<file path="src/hw/rtl/pftr_pkg.sv">
package pftr_pkg;

  localparam int PAGES     = 32;
  localparam int FRAGMENTS = 8;
  localparam int BUFFERS   = 16;

  // Index widths and counter widths (counters can hold the depth itself).
  localparam int PG_W  = $clog2(PAGES);
  localparam int PG_CW = $clog2(PAGES + 1);
  localparam int BF_W  = $clog2(BUFFERS);
  localparam int BF_CW = $clog2(BUFFERS + 1);

  localparam logic [7:0] FRAG_ALL = 8'((1 << FRAGMENTS) - 1);

  localparam logic [31:0] READ_TIMEOUT_RST = 32'd327680;

  localparam logic [2:0] OP_START  = 3'd0;
  localparam logic [2:0] OP_REPORT = 3'd1;
  localparam logic [2:0] OP_DATA   = 3'd2;
  localparam logic [2:0] OP_TAKE   = 3'd3;
  localparam logic [2:0] OP_STATUS = 3'd4;
  localparam logic [2:0] OP_BITMAP = 3'd5;

  typedef enum logic [2:0] {
    XS_NONE     = 3'd0,
    XS_STARTING = 3'd1,
    XS_META     = 3'd2,
    XS_DATA     = 3'd3,
    XS_DONE     = 3'd4,
    XS_FAILED   = 3'd5
  } xfer_t;

  typedef enum logic [2:0] {
    PG_UNKNOWN  = 3'd0,
    PG_UNUSED   = 3'd1,
    PG_RD_META  = 3'd2,
    PG_HAS_META = 3'd3,
    PG_RD_DATA  = 3'd4,
    PG_HAS_DATA = 3'd5,
    PG_ABORTED  = 3'd6
  } pg_state_t;

  typedef enum logic [1:0] {
    BF_UNUSED  = 2'd0,
    BF_READING = 2'd1,
    BF_READY   = 2'd2
  } buf_state_t;

  typedef enum logic [3:0] {
    ST_IDLE,
    ST_DISPATCH,
    ST_RPT_SCAN,
    ST_DATA_EXEC,
    ST_QUERY_EXEC,
    ST_REQ_CHECK,
    ST_BUF_SCAN,
    ST_PG_SCAN,
    ST_TAKE_SCAN,
    ST_FINISH
  } ctl_state_t;

  typedef enum logic [4:0] {
    CMD_NONE,
    CMD_LOAD,
    CMD_START,
    CMD_FAIL,
    CMD_RPT_LATCH,
    CMD_RPT_PAGE,
    CMD_RPT_END,
    CMD_SEND,
    CMD_PG_SEL,
    CMD_DATA,
    CMD_QUERY,
    CMD_REQ_DONE,
    CMD_BUF_INIT,
    CMD_BUF_NEXT,
    CMD_BUF_FREE,
    CMD_PG_NEXT,
    CMD_PG_BIND,
    CMD_PG_FAIL,
    CMD_REQ_END,
    CMD_TAKE,
    CMD_TAKE_HIT,
    CMD_OUT
  } cmd_t;

  typedef struct packed {
    logic [2:0] op;
    logic       active;
    logic       starting;
    logic       meta;
    logic       data;
    logic       data_or_done;
    logic       low_battery;
    logic       serial_lt;
    logic       next_page_end;
    logic       pending_zero;
    logic       b_end;
    logic       b_unused;
    logic       b_ready;
    logic       pg_end;
    logic       pg_has_meta;
  } dp_status_t;

  typedef struct packed {
    logic [2:0]  operation;
    logic [31:0] now;
    logic        low_battery;
    logic [31:0] report_serial;
    logic [31:0] pages_in_use;
    logic [7:0]  page_index;
    logic [7:0]  fragment_index;
    logic [31:0] page_serial;
    logic [7:0]  unused_frag;
  } in_item_t;

  typedef struct packed {
    logic [2:0] transfer_status;
    logic       send_request;
    logic       ready_valid;
    logic [4:0] ready_page;
    logic [3:0] ready_buffer;
    logic [7:0] required_mask;
  } out_item_t;

endpackage

</file>
<file path="src/hw/rtl/pftr_ctrl.sv">
module pftr_ctrl (
  input  logic                clk,
  input  logic                rst_n,
  input  logic                in_valid,
  input  logic                out_stall,
  input  pftr_pkg::dp_status_t sts,
  output pftr_pkg::cmd_t      cmd,
  output logic                in_stall,
  output logic                out_valid
);

  pftr_pkg::ctl_state_t state_r, state_nxt;
  logic out_valid_r, out_valid_nxt;

  always_ff @(posedge clk) begin
    if (!rst_n) begin
      state_r     <= pftr_pkg::ST_IDLE;
      out_valid_r <= 1'b0;
    end else begin
      state_r     <= state_nxt;
      out_valid_r <= out_valid_nxt;
    end
  end

  assign in_stall  = (state_r != pftr_pkg::ST_IDLE);
  assign out_valid = out_valid_r;

  always_comb begin
    state_nxt     = state_r;
    cmd           = pftr_pkg::CMD_NONE;
    out_valid_nxt = out_valid_r && out_stall;
    unique case (state_r)
      pftr_pkg::ST_IDLE: begin
        if (in_valid) begin
          cmd       = pftr_pkg::CMD_LOAD;
          state_nxt = pftr_pkg::ST_DISPATCH;
        end
      end
      pftr_pkg::ST_DISPATCH: begin
        state_nxt = pftr_pkg::ST_FINISH;
        priority if (sts.op == pftr_pkg::OP_START) begin
          cmd = pftr_pkg::CMD_START;
        end else if (sts.op == pftr_pkg::OP_REPORT) begin
          if (sts.active) begin
            priority if (sts.starting) begin
              if (sts.low_battery) begin
                cmd = pftr_pkg::CMD_FAIL;
              end else begin
                cmd       = pftr_pkg::CMD_RPT_LATCH;
                state_nxt = pftr_pkg::ST_RPT_SCAN;
              end
            end else if (sts.serial_lt) begin
              cmd = pftr_pkg::CMD_FAIL;
            end else if (sts.meta) begin
              cmd = pftr_pkg::CMD_SEND;
            end else if (sts.data) begin
              state_nxt = pftr_pkg::ST_REQ_CHECK;
            end else begin
              cmd = pftr_pkg::CMD_NONE;
            end
          end
        end else if (sts.op == pftr_pkg::OP_DATA) begin
          if (sts.active) begin
            cmd       = pftr_pkg::CMD_PG_SEL;
            state_nxt = pftr_pkg::ST_DATA_EXEC;
          end
        end else if (sts.op == pftr_pkg::OP_TAKE) begin
          cmd = pftr_pkg::CMD_TAKE;
          if (sts.data_or_done) state_nxt = pftr_pkg::ST_TAKE_SCAN;
        end else if (sts.op == pftr_pkg::OP_BITMAP) begin
          cmd       = pftr_pkg::CMD_PG_SEL;
          state_nxt = pftr_pkg::ST_QUERY_EXEC;
        end else begin
          cmd = pftr_pkg::CMD_NONE;
        end
      end
      pftr_pkg::ST_RPT_SCAN: begin
        if (sts.pg_end) begin
          cmd       = pftr_pkg::CMD_RPT_END;
          state_nxt = pftr_pkg::ST_FINISH;
        end else begin
          cmd = pftr_pkg::CMD_RPT_PAGE;
        end
      end
      pftr_pkg::ST_DATA_EXEC: begin
        cmd       = pftr_pkg::CMD_DATA;
        state_nxt = pftr_pkg::ST_FINISH;
      end
      pftr_pkg::ST_QUERY_EXEC: begin
        cmd       = pftr_pkg::CMD_QUERY;
        state_nxt = pftr_pkg::ST_FINISH;
      end
      pftr_pkg::ST_REQ_CHECK: begin
        if (sts.next_page_end) begin
          cmd       = sts.pending_zero ? pftr_pkg::CMD_REQ_DONE : pftr_pkg::CMD_SEND;
          state_nxt = pftr_pkg::ST_FINISH;
        end else begin
          cmd       = pftr_pkg::CMD_BUF_INIT;
          state_nxt = pftr_pkg::ST_BUF_SCAN;
        end
      end
      pftr_pkg::ST_BUF_SCAN: begin
        priority if (sts.b_end) begin
          cmd       = pftr_pkg::CMD_REQ_END;
          state_nxt = pftr_pkg::ST_FINISH;
        end else if (sts.b_unused) begin
          cmd       = pftr_pkg::CMD_BUF_FREE;
          state_nxt = pftr_pkg::ST_PG_SCAN;
        end else begin
          cmd = pftr_pkg::CMD_BUF_NEXT;
        end
      end
      pftr_pkg::ST_PG_SCAN: begin
        priority if (sts.pg_end) begin
          cmd       = pftr_pkg::CMD_PG_FAIL;
          state_nxt = pftr_pkg::ST_FINISH;
        end else if (sts.pg_has_meta) begin
          cmd       = pftr_pkg::CMD_PG_BIND;
          state_nxt = pftr_pkg::ST_BUF_SCAN;
        end else begin
          cmd = pftr_pkg::CMD_PG_NEXT;
        end
      end
      pftr_pkg::ST_TAKE_SCAN: begin
        priority if (sts.b_end) begin
          state_nxt = pftr_pkg::ST_FINISH;
        end else if (sts.b_ready) begin
          cmd       = pftr_pkg::CMD_TAKE_HIT;
          state_nxt = pftr_pkg::ST_FINISH;
        end else begin
          cmd = pftr_pkg::CMD_BUF_NEXT;
        end
      end
      pftr_pkg::ST_FINISH: begin
        if (!out_valid_r || !out_stall) begin
          cmd           = pftr_pkg::CMD_OUT;
          out_valid_nxt = 1'b1;
          state_nxt     = pftr_pkg::ST_IDLE;
        end
      end
      default: state_nxt = pftr_pkg::ST_IDLE;
    endcase
  end

endmodule

</file>
<file path="src/hw/rtl/pftr_datapath.sv">
module pftr_datapath (
  input  logic                 clk,
  input  logic                 rst_n,
  input  pftr_pkg::cmd_t       cmd,
  input  pftr_pkg::in_item_t   in_data,
  input  logic                 cfg_valid,
  input  logic [31:0]          cfg_data,
  output pftr_pkg::dp_status_t sts,
  output pftr_pkg::out_item_t  out_data
);

  // Architectural state.
  logic [31:0]           read_timeout_r;
  pftr_pkg::xfer_t       xfer_r;
  logic [31:0]           start_serial_r;
  pftr_pkg::pg_state_t   page_state_r   [pftr_pkg::PAGES];
  logic [7:0]            need_mask_r    [pftr_pkg::PAGES];
  logic [31:0]           header_serial_r[pftr_pkg::PAGES];
  logic [7:0]            header_unused_r[pftr_pkg::PAGES];
  logic [3:0]            page_to_buf_r  [pftr_pkg::PAGES];
  pftr_pkg::buf_state_t  buf_state_r    [pftr_pkg::BUFFERS];
  logic [4:0]            buf_to_page_r  [pftr_pkg::BUFFERS];
  logic [pftr_pkg::PG_CW-1:0] pending_r;
  logic [pftr_pkg::PG_CW-1:0] next_page_r;
  logic [31:0]           deadline_r;

  // Working registers for one transaction.
  pftr_pkg::in_item_t    item_r;
  logic [pftr_pkg::PG_CW-1:0] pg_idx_r;
  logic [pftr_pkg::BF_CW-1:0] b_idx_r;
  logic                  has_free_r;
  logic                  send_r;
  logic                  rvalid_r;
  logic [4:0]            rpage_r;
  logic [3:0]            rbuf_r;
  logic [7:0]            rmask_r;
  pftr_pkg::out_item_t   out_r;

  logic [pftr_pkg::PG_W-1:0] pg;
  logic [pftr_pkg::BF_W-1:0] bi;
  logic [pftr_pkg::BF_W-1:0] data_buf;
  logic [7:0]            frag_bit;
  logic [7:0]            need_left;
  logic [7:0]            bind_need;
  logic [pftr_pkg::PG_CW-1:0] pend_dec;
  logic [31:0]           tdiff;
  logic                  timed_out;
  logic                  bad_index;
  logic                  act;

  assign pg        = pg_idx_r[pftr_pkg::PG_W-1:0];
  assign bi        = b_idx_r[pftr_pkg::BF_W-1:0];
  assign data_buf  = page_to_buf_r[pg][pftr_pkg::BF_W-1:0];
  assign frag_bit  = 8'(8'd1 << item_r.fragment_index[2:0]);
  assign need_left = need_mask_r[pg] & ~frag_bit;
  assign bind_need = ~header_unused_r[pg] & pftr_pkg::FRAG_ALL;
  assign pend_dec  = (pending_r != '0) ? pending_r - 1'b1 : pending_r;
  assign tdiff     = item_r.now - deadline_r;
  assign timed_out = (tdiff != 32'd0) && !tdiff[31];
  assign bad_index = (item_r.page_index >= 8'(pftr_pkg::PAGES)) ||
                     (item_r.fragment_index >= 8'(pftr_pkg::FRAGMENTS));
  assign act       = (xfer_r == pftr_pkg::XS_STARTING) || (xfer_r == pftr_pkg::XS_META) ||
                     (xfer_r == pftr_pkg::XS_DATA);

  always_comb begin
    sts.op            = item_r.operation;
    sts.active        = act;
    sts.starting      = (xfer_r == pftr_pkg::XS_STARTING);
    sts.meta          = (xfer_r == pftr_pkg::XS_META);
    sts.data          = (xfer_r == pftr_pkg::XS_DATA);
    sts.data_or_done  = (xfer_r == pftr_pkg::XS_DATA) || (xfer_r == pftr_pkg::XS_DONE);
    sts.low_battery   = item_r.low_battery;
    sts.serial_lt     = item_r.report_serial < start_serial_r;
    sts.next_page_end = next_page_r >= pftr_pkg::PG_CW'(pftr_pkg::PAGES);
    sts.pending_zero  = (pending_r == '0);
    sts.b_end         = b_idx_r >= pftr_pkg::BF_CW'(pftr_pkg::BUFFERS);
    sts.b_unused      = (buf_state_r[bi] == pftr_pkg::BF_UNUSED);
    sts.b_ready       = (buf_state_r[bi] == pftr_pkg::BF_READY);
    sts.pg_end        = pg_idx_r >= pftr_pkg::PG_CW'(pftr_pkg::PAGES);
    sts.pg_has_meta   = (page_state_r[pg] == pftr_pkg::PG_HAS_META);
  end

  assign out_data = out_r;

  // Control state with reset.
  always_ff @(posedge clk) begin
    if (!rst_n) begin
      read_timeout_r <= pftr_pkg::READ_TIMEOUT_RST;
      xfer_r         <= pftr_pkg::XS_NONE;
      start_serial_r <= '0;
      pending_r      <= '0;
      next_page_r    <= '0;
      deadline_r     <= '0;
      for (int i = 0; i < pftr_pkg::PAGES; i++) begin
        page_state_r[i] <= pftr_pkg::PG_UNKNOWN;
        need_mask_r[i]  <= '0;
      end
      for (int i = 0; i < pftr_pkg::BUFFERS; i++) begin
        buf_state_r[i] <= pftr_pkg::BF_UNUSED;
      end
    end else begin
      if (cfg_valid) read_timeout_r <= cfg_data;
      unique case (cmd)
        pftr_pkg::CMD_START: begin
          deadline_r <= item_r.now + read_timeout_r;
          xfer_r     <= pftr_pkg::XS_STARTING;
        end
        pftr_pkg::CMD_FAIL: xfer_r <= pftr_pkg::XS_FAILED;
        pftr_pkg::CMD_RPT_LATCH: begin
          start_serial_r <= item_r.report_serial;
          pending_r      <= '0;
        end
        pftr_pkg::CMD_RPT_PAGE: begin
          if (item_r.pages_in_use[pg]) begin
            need_mask_r[pg]  <= 8'd1;
            page_state_r[pg] <= pftr_pkg::PG_RD_META;
            pending_r        <= pending_r + 1'b1;
          end else begin
            need_mask_r[pg]  <= '0;
            page_state_r[pg] <= pftr_pkg::PG_UNUSED;
          end
        end
        pftr_pkg::CMD_RPT_END: begin
          xfer_r <= (pending_r != '0) ? pftr_pkg::XS_META : pftr_pkg::XS_FAILED;
        end
        pftr_pkg::CMD_DATA: begin
          if (bad_index) begin
            xfer_r <= pftr_pkg::XS_FAILED;
          end else if (xfer_r == pftr_pkg::XS_META) begin
            if (page_state_r[pg] == pftr_pkg::PG_RD_META) begin
              need_mask_r[pg]  <= '0;
              page_state_r[pg] <= pftr_pkg::PG_HAS_META;
              pending_r        <= pend_dec;
              if (pend_dec == '0) begin
                next_page_r <= '0;
                xfer_r      <= pftr_pkg::XS_DATA;
                for (int i = 0; i < pftr_pkg::BUFFERS; i++) begin
                  buf_state_r[i] <= pftr_pkg::BF_UNUSED;
                end
              end
            end
          end else if (xfer_r == pftr_pkg::XS_DATA) begin
            if (page_state_r[pg] == pftr_pkg::PG_RD_DATA &&
                (need_mask_r[pg] & frag_bit) != '0) begin
              if (header_serial_r[pg] != item_r.page_serial) begin
                need_mask_r[pg]       <= '0;
                pending_r             <= pend_dec;
                page_state_r[pg]      <= pftr_pkg::PG_ABORTED;
                buf_state_r[data_buf] <= pftr_pkg::BF_UNUSED;
              end else begin
                need_mask_r[pg] <= need_left;
                if (need_left == '0) begin
                  pending_r             <= pend_dec;
                  page_state_r[pg]      <= pftr_pkg::PG_HAS_DATA;
                  buf_state_r[data_buf] <= pftr_pkg::BF_READY;
                end
              end
            end
          end
        end
        pftr_pkg::CMD_REQ_DONE: xfer_r <= pftr_pkg::XS_DONE;
        pftr_pkg::CMD_PG_BIND: begin
          need_mask_r[pg] <= bind_need;
          next_page_r     <= pg_idx_r + 1'b1;
          if (bind_need != '0) begin
            pending_r        <= pending_r + 1'b1;
            page_state_r[pg] <= pftr_pkg::PG_RD_DATA;
            buf_state_r[bi]  <= pftr_pkg::BF_READING;
          end else begin
            page_state_r[pg] <= pftr_pkg::PG_HAS_DATA;
            buf_state_r[bi]  <= pftr_pkg::BF_READY;
          end
        end
        pftr_pkg::CMD_PG_FAIL: next_page_r <= pftr_pkg::PG_CW'(pftr_pkg::PAGES);
        pftr_pkg::CMD_REQ_END: begin
          if (!has_free_r && timed_out) xfer_r <= pftr_pkg::XS_FAILED;
        end
        pftr_pkg::CMD_TAKE: deadline_r <= item_r.now + read_timeout_r;
        pftr_pkg::CMD_TAKE_HIT: buf_state_r[bi] <= pftr_pkg::BF_UNUSED;
        default: ;
      endcase
    end
  end

  // Page headers, bindings and per-transaction working registers.
  always_ff @(posedge clk) begin
    unique case (cmd)
      pftr_pkg::CMD_LOAD: begin
        item_r   <= in_data;
        send_r   <= 1'b0;
        rvalid_r <= 1'b0;
        rpage_r  <= '0;
        rbuf_r   <= '0;
        rmask_r  <= '0;
      end
      pftr_pkg::CMD_RPT_LATCH: pg_idx_r <= '0;
      pftr_pkg::CMD_RPT_PAGE:  pg_idx_r <= pg_idx_r + 1'b1;
      pftr_pkg::CMD_RPT_END:   send_r   <= (pending_r != '0);
      pftr_pkg::CMD_SEND:      send_r   <= 1'b1;
      pftr_pkg::CMD_PG_SEL:    pg_idx_r <= pftr_pkg::PG_CW'(item_r.page_index[pftr_pkg::PG_W-1:0]);
      pftr_pkg::CMD_DATA: begin
        if (!bad_index && xfer_r == pftr_pkg::XS_META &&
            page_state_r[pg] == pftr_pkg::PG_RD_META) begin
          header_serial_r[pg] <= item_r.page_serial;
          header_unused_r[pg] <= item_r.unused_frag;
        end
      end
      pftr_pkg::CMD_QUERY: begin
        rmask_r <= (item_r.page_index < 8'(pftr_pkg::PAGES)) ? need_mask_r[pg] : 8'd0;
      end
      pftr_pkg::CMD_BUF_INIT: begin
        b_idx_r    <= '0;
        has_free_r <= 1'b0;
      end
      pftr_pkg::CMD_BUF_NEXT: b_idx_r <= b_idx_r + 1'b1;
      pftr_pkg::CMD_BUF_FREE: begin
        has_free_r <= 1'b1;
        pg_idx_r   <= next_page_r;
      end
      pftr_pkg::CMD_PG_NEXT: pg_idx_r <= pg_idx_r + 1'b1;
      pftr_pkg::CMD_PG_BIND: begin
        page_to_buf_r[pg] <= 4'(bi);
        buf_to_page_r[bi] <= 5'(pg);
        b_idx_r           <= b_idx_r + 1'b1;
      end
      pftr_pkg::CMD_PG_FAIL: send_r <= 1'b1;
      pftr_pkg::CMD_REQ_END: send_r <= !(!has_free_r && timed_out);
      pftr_pkg::CMD_TAKE:    b_idx_r <= '0;
      pftr_pkg::CMD_TAKE_HIT: begin
        rvalid_r <= 1'b1;
        rpage_r  <= buf_to_page_r[bi];
        rbuf_r   <= 4'(bi);
      end
      pftr_pkg::CMD_OUT: begin
        out_r.transfer_status <= xfer_r;
        out_r.send_request    <= send_r;
        out_r.ready_valid     <= rvalid_r;
        out_r.ready_page      <= rpage_r;
        out_r.ready_buffer    <= rbuf_r;
        out_r.required_mask   <= rmask_r;
      end
      default: ;
    endcase
  end

endmodule

</file>
<file path="src/hw/rtl/paged_fragment_transfer_receiver_core.sv">
// Receiver-side control of a paged, fragmented download.
// The input channel (in_valid, in_stall, in_data) carries one transaction per
// command: start, report, data packet, take page, status query or bitmap query.
// in_stall is high whenever a transaction is being worked on, so the block
// takes one transaction at a time; a new one may be accepted while the last
// result still waits on the output.
// The result channel (out_valid, out_stall, out_data) returns exactly one
// result per accepted transaction, held steady while out_stall is high; the
// finished result waits in the final state until the output register is free.
// Most commands go from dispatch straight to the final state; a data packet
// or a bitmap query first passes an execute state, and the block is idle again
// once the result is written. A report in the starting state, unless the
// battery is low, walks all pages, one per cycle. A report in the data state
// walks the buffers and, for each free one, the pages from the next-page
// pointer onwards, until the pages run out; the page pointer never moves back.
// Take page, in the data or done state, walks the buffers up to the first
// ready one. These page and buffer walks set the throughput.
// The cfg_ port writes the read timeout; cfg_ready is always high.
// Synchronous reset clears the transfer, page and buffer state and restores
// the default timeout; page headers and bindings are left undefined.
module paged_fragment_transfer_receiver_core (
  input  logic                clk,
  input  logic                rst_n,
  input  logic                in_valid,
  output logic                in_stall,
  input  pftr_pkg::in_item_t  in_data,
  output logic                out_valid,
  input  logic                out_stall,
  output pftr_pkg::out_item_t out_data,
  input  logic                cfg_valid,
  output logic                cfg_ready,
  input  logic [31:0]         cfg_data
);

  pftr_pkg::cmd_t       cmd;
  pftr_pkg::dp_status_t sts;

  assign cfg_ready = 1'b1;

  // The sequencer decides one datapath command per cycle from the status.
  pftr_ctrl u_ctrl (
    .clk       (clk),
    .rst_n     (rst_n),
    .in_valid  (in_valid),
    .out_stall (out_stall),
    .sts       (sts),
    .cmd       (cmd),
    .in_stall  (in_stall),
    .out_valid (out_valid)
  );

  // All transfer, page and buffer state lives in the datapath.
  pftr_datapath u_dp (
    .clk       (clk),
    .rst_n     (rst_n),
    .cmd       (cmd),
    .in_data   (in_data),
    .cfg_valid (cfg_valid),
    .cfg_data  (cfg_data),
    .sts       (sts),
    .out_data  (out_data)
  );

endmodule
</file>
<file path="config.mk">
export PLATFORM = sky130hd
export DESIGN_NAME = paged_fragment_transfer_receiver_core
export DESIGN_NICKNAME = d
export VERILOG_FILES = /design/src/hw/rtl/pftr_pkg.sv /design/src/hw/rtl/pftr_ctrl.sv /design/src/hw/rtl/pftr_datapath.sv /design/src/hw/rtl/paged_fragment_transfer_receiver_core.sv
export SDC_FILE = /design/constraint.sdc
export NUM_CORES = 2
export LEC_CHECK = 0
export BUFFER_PORTS_ARGS = -buffer_cell sky130_fd_sc_hd__buf_2
export CELL_PAD_IN_SITES_DETAIL_PLACEMENT = 1
export CELL_PAD_IN_SITES_GLOBAL_PLACEMENT = 2
export CORE_ASPECT_RATIO = 0.5
export CORE_UTILIZATION = 43
export CTS_CLUSTER_DIAMETER = 60
export CTS_CLUSTER_SIZE = 10
export DETAILED_ROUTE_END_ITERATION = 7
export PLACE_DENSITY_LB_ADDON = 0.1
export SLEW_MARGIN = 5
export SYNTH_ARGS = -nofsm -noshare
export SYNTH_HDL_FRONTEND = slang
export SYNTH_HIERARCHICAL = 1
export SYNTH_SLANG_ARGS = --single-unit
</file>
<file path="constraint.sdc">
create_clock -name clk -period 10.6 [get_ports clk]
set_input_delay 2.12 -clock clk [delete_from_list [all_inputs] [get_ports clk]]
set_output_delay 2.12 -clock clk [all_outputs]
set_load 0.1 [all_outputs]
</file>
==> flow_summary.yaml <==
timing:
  holdWs_ns: 0.421
  drv_slew: 3
  tightestPinTransition_ns: 1.53
  timing.slew.headroom: -0.0285
  setup_viol: 0
  hold_viol: 0
  max_freq_ghz: 0.121
  fin_tns_setup_ns: 0
  finalCritPeriodShare: 0.778
  fin_crit_ns: 8.24
  setup_ws_ns: 2.36
  rsz0062_at_grt: "false"
  fin_skew_ns: 0.117
logic_synthesis:
  syn_area_per_cell_um2: 16.5
  synth-seq-cells: 2206
  syn-num-nets: 5912
  synth_cell_types: 88
  synth_fa_ha_area_frac: 0.0145
  yosysSeqAreaShare: 0.703
  postSynth.asyncResetShare: 0
  synth.area.top_cells: "edfxtp_1, mux4_2, dfxtp_1"
  yosys.area.top_type: "edfxtp_1"
  synthXorXnorAreaFrac: 0.00814
  synth_top_family_by_area: "multiplexers"
  synth_mux_area_frac: 0.132
  yosysWarnings: 6
  synth_commonest_cells: "edfxtp_1, nor2_1, mux4_2"
  synth-compound-area-share: 0.0533
  synth_top_cell_area_share: 0.675
  syn_area_mm2: 0.0925
  synth_flop_cell: "edfxtp_1"
  synth-edff-count: 2081
  synthCells: 5613
  yosys.area_share.simple: 0.0649
  synth_most_common_cell: "edfxtp_1"
floorplan:
  start_util: 0.436
  dieArea_mm2: 0.217
  die_x_um: 658
  die_y_um: 330
  core_area_mm2: 0.212
  boundaryPins: 218
  fp-row-count: 119
clock_tree:
  clockBufferDepth: 4
  cts_made_buffers: 248
  cts.hold.buffers_added: 0
  tritoncts: "yes"
  path_clk_slew_ns: 0.06
  h-tree-depth: 4
  clock_latency_ns: 0.91
  cts_sinks: 2206
  cts_resized: 0
  post_cts_buffers: 0
  cts_root_buffer: "clkbuf_16"
finish:
  seq_area_mm2: 0.0650
  fin_nets: 6177
  multi_input_area_mm2: 0.0257
  areaGrowthSynthToFinish_pct: 12.0
  drive_above_1_share: 0.202
  fillers: 20000
  fin_area_mm2: 0.104
  fin_cells: 8791
global_routing:
  grt_pass1_wl_mm: 391
  grt_usage: 0.248
  antenna_found_initial: 6
  overflow: 0
  grt_max_degree: 125
  grt_pass1_vias: 55600
power:
  ir_drop_mv: 0.257
  p_per_area_mw_per_mm2: 283
  p_leak_uw: 0.0338
worst_setup_path:
  end_kind: "flop"
  worstPathArrival_ns: 8.65
  start_kind: "flop"
  path_class: "reg -> reg"
  cp_max_fo: 82
  critPathRequiredTime_ns: 11.01
drt:
  first_pass_iters: 6
  routed_wl_mm: 271
  ant_nets: 0
  via_per_inst: 5.99
  vias: 52600
  drtIter0Drc: 5034
  wire_per_inst_um: 30.8
  drc: 0
place:
  dp.final_hpwl_mm: 167
  dp_slack_ns: 2.41
  placed_cells: 8471
  numPortBuffers: 216
  place_area_mm2: 0.0970
  place_congestion: 0.823
flow_run:
  drv_cap: 1
outcome:
  status: "finished with violations"
  violations: "max-capacitance violations, max-slew violations"
worst_hold_path:
  hold_class: "reg -> reg"
[sequential cells by signal (all words and copies together) (netlist names), 5 cells and up, named ones only]
register              flops
u_dp/item_r             152
u_dp/header_serial_r   1024
u_dp/page_to_buf_r      128
u_dp/start_serial_r      32
u_dp/header_unused_r    256
u_dp/buf_state_r         32
u_dp/out_data            22
u_dp/page_state_r        96
u_dp/deadline_r          32
u_dp/rpage_r              5
u_dp/pg_idx_r             6
u_dp/b_idx_r              5
u_dp/rmask_r              8
u_dp/pending_r            6
u_dp/read_timeout_r      32
u_dp/buf_to_page_r       80
u_dp/next_page_r          6
u_dp/need_mask_r        256
[where the power goes]
part | total, µW | switching, µW | internal [µW]
registers | 11700 | 589 | 11200
logic | 10100 | 6540 | 3540
clock network | 7510 | 3310 | 4200
total | 29300 | 10400 | 18900
[metrics by stage]
step / power (µW) / util
after floorplan: 18300 / -
after global placement: 21900 / 0.457
after detailed placement: 22100 / 0.457
after CTS: 29600 / 0.488
after global routing: 30600 / 0.488
final: 29300 / 0.488
[metal layers]
metal	global-route usage	part of all wire	vias up
li1	-	-	22500
met1	0.343	0.43	28100
met2	0.418	0.49	1661
met3	0.0392	0.059	332
met4	0.0506	0.019	6
met5	0	0.00014	-
[path summary, 6_finish.rpt]
kind,startpoint,to,slack [ns],depth (start not counted)
worst min register to register,u_dp/rmask_r[0],u_dp/out_data[0],0.42,0
worst min-delay path,u_dp/rmask_r[0],u_dp/out_data[0],0.42,0
worst max register to register,u_dp/item_r[89],u_dp/need_mask_r[4][6],2.36,25
worst max-delay path,u_dp/item_r[89],u_dp/need_mask_r[4][6],2.36,25
[area by class of cell]
cell class	count	area share
diodes	1	0.0000242
clock buffers	309	0.0626
clock inverters	10	0.00109
inverters	105	0.00384
multi-input cells	2942	0.248
flip-flops and latches	2206	0.627
well taps	2843	0.0343
repair buffers	375	0.0229
[layout by cell type, fill, tap and decap left out, drive strengths merged, types with 116 or more instances in the layout]
master,n
mux4,414
buf,375
o21ai,116
nor2,516
nand2,280
nor3,137
dfxtp,125
mux2i,247
a21oi,207
clkbuf,309
edfxtp,2081
[logic make-up (layout without fill, tap and decap cells)]
family | after synthesis | after routing
compound gates | 751 | 751
fa+ha+maj | 106 | 106
mux | 702 | 702
flops | 2206 | 2206
simple gates | 1296 | 1296
buf+inv | 465 | 799
other cells | 1 | 2
xor+xnor | 86 | 86
[critical path, cell delays in order (launching register included)]
cell and delay [ns]:
edfxtp_1 0.39, ha_1 0.29, a21o_1 0.17, a21o_1 0.18
a21o_1 0.17, a21o_1 0.18, a21o_1 0.17, a21o_1 0.18
a21oi_1 0.16, o21ai_0 0.14, a221o_1 0.31, a221oi_1 0.44
or3_1 0.21, nand3b_1 0.10, a2111oi_0 0.57, a311o_1 0.56
inv_1 0.20, and3_1 0.26, nor2b_2 0.17, buf_4 0.21
a21oi_1 0.56, a21oi_2 0.21, nor2_4 0.12, buf_4 0.47
buf_4 0.76, o21ai_0 0.59
Power figures use the tool's default switching activity.
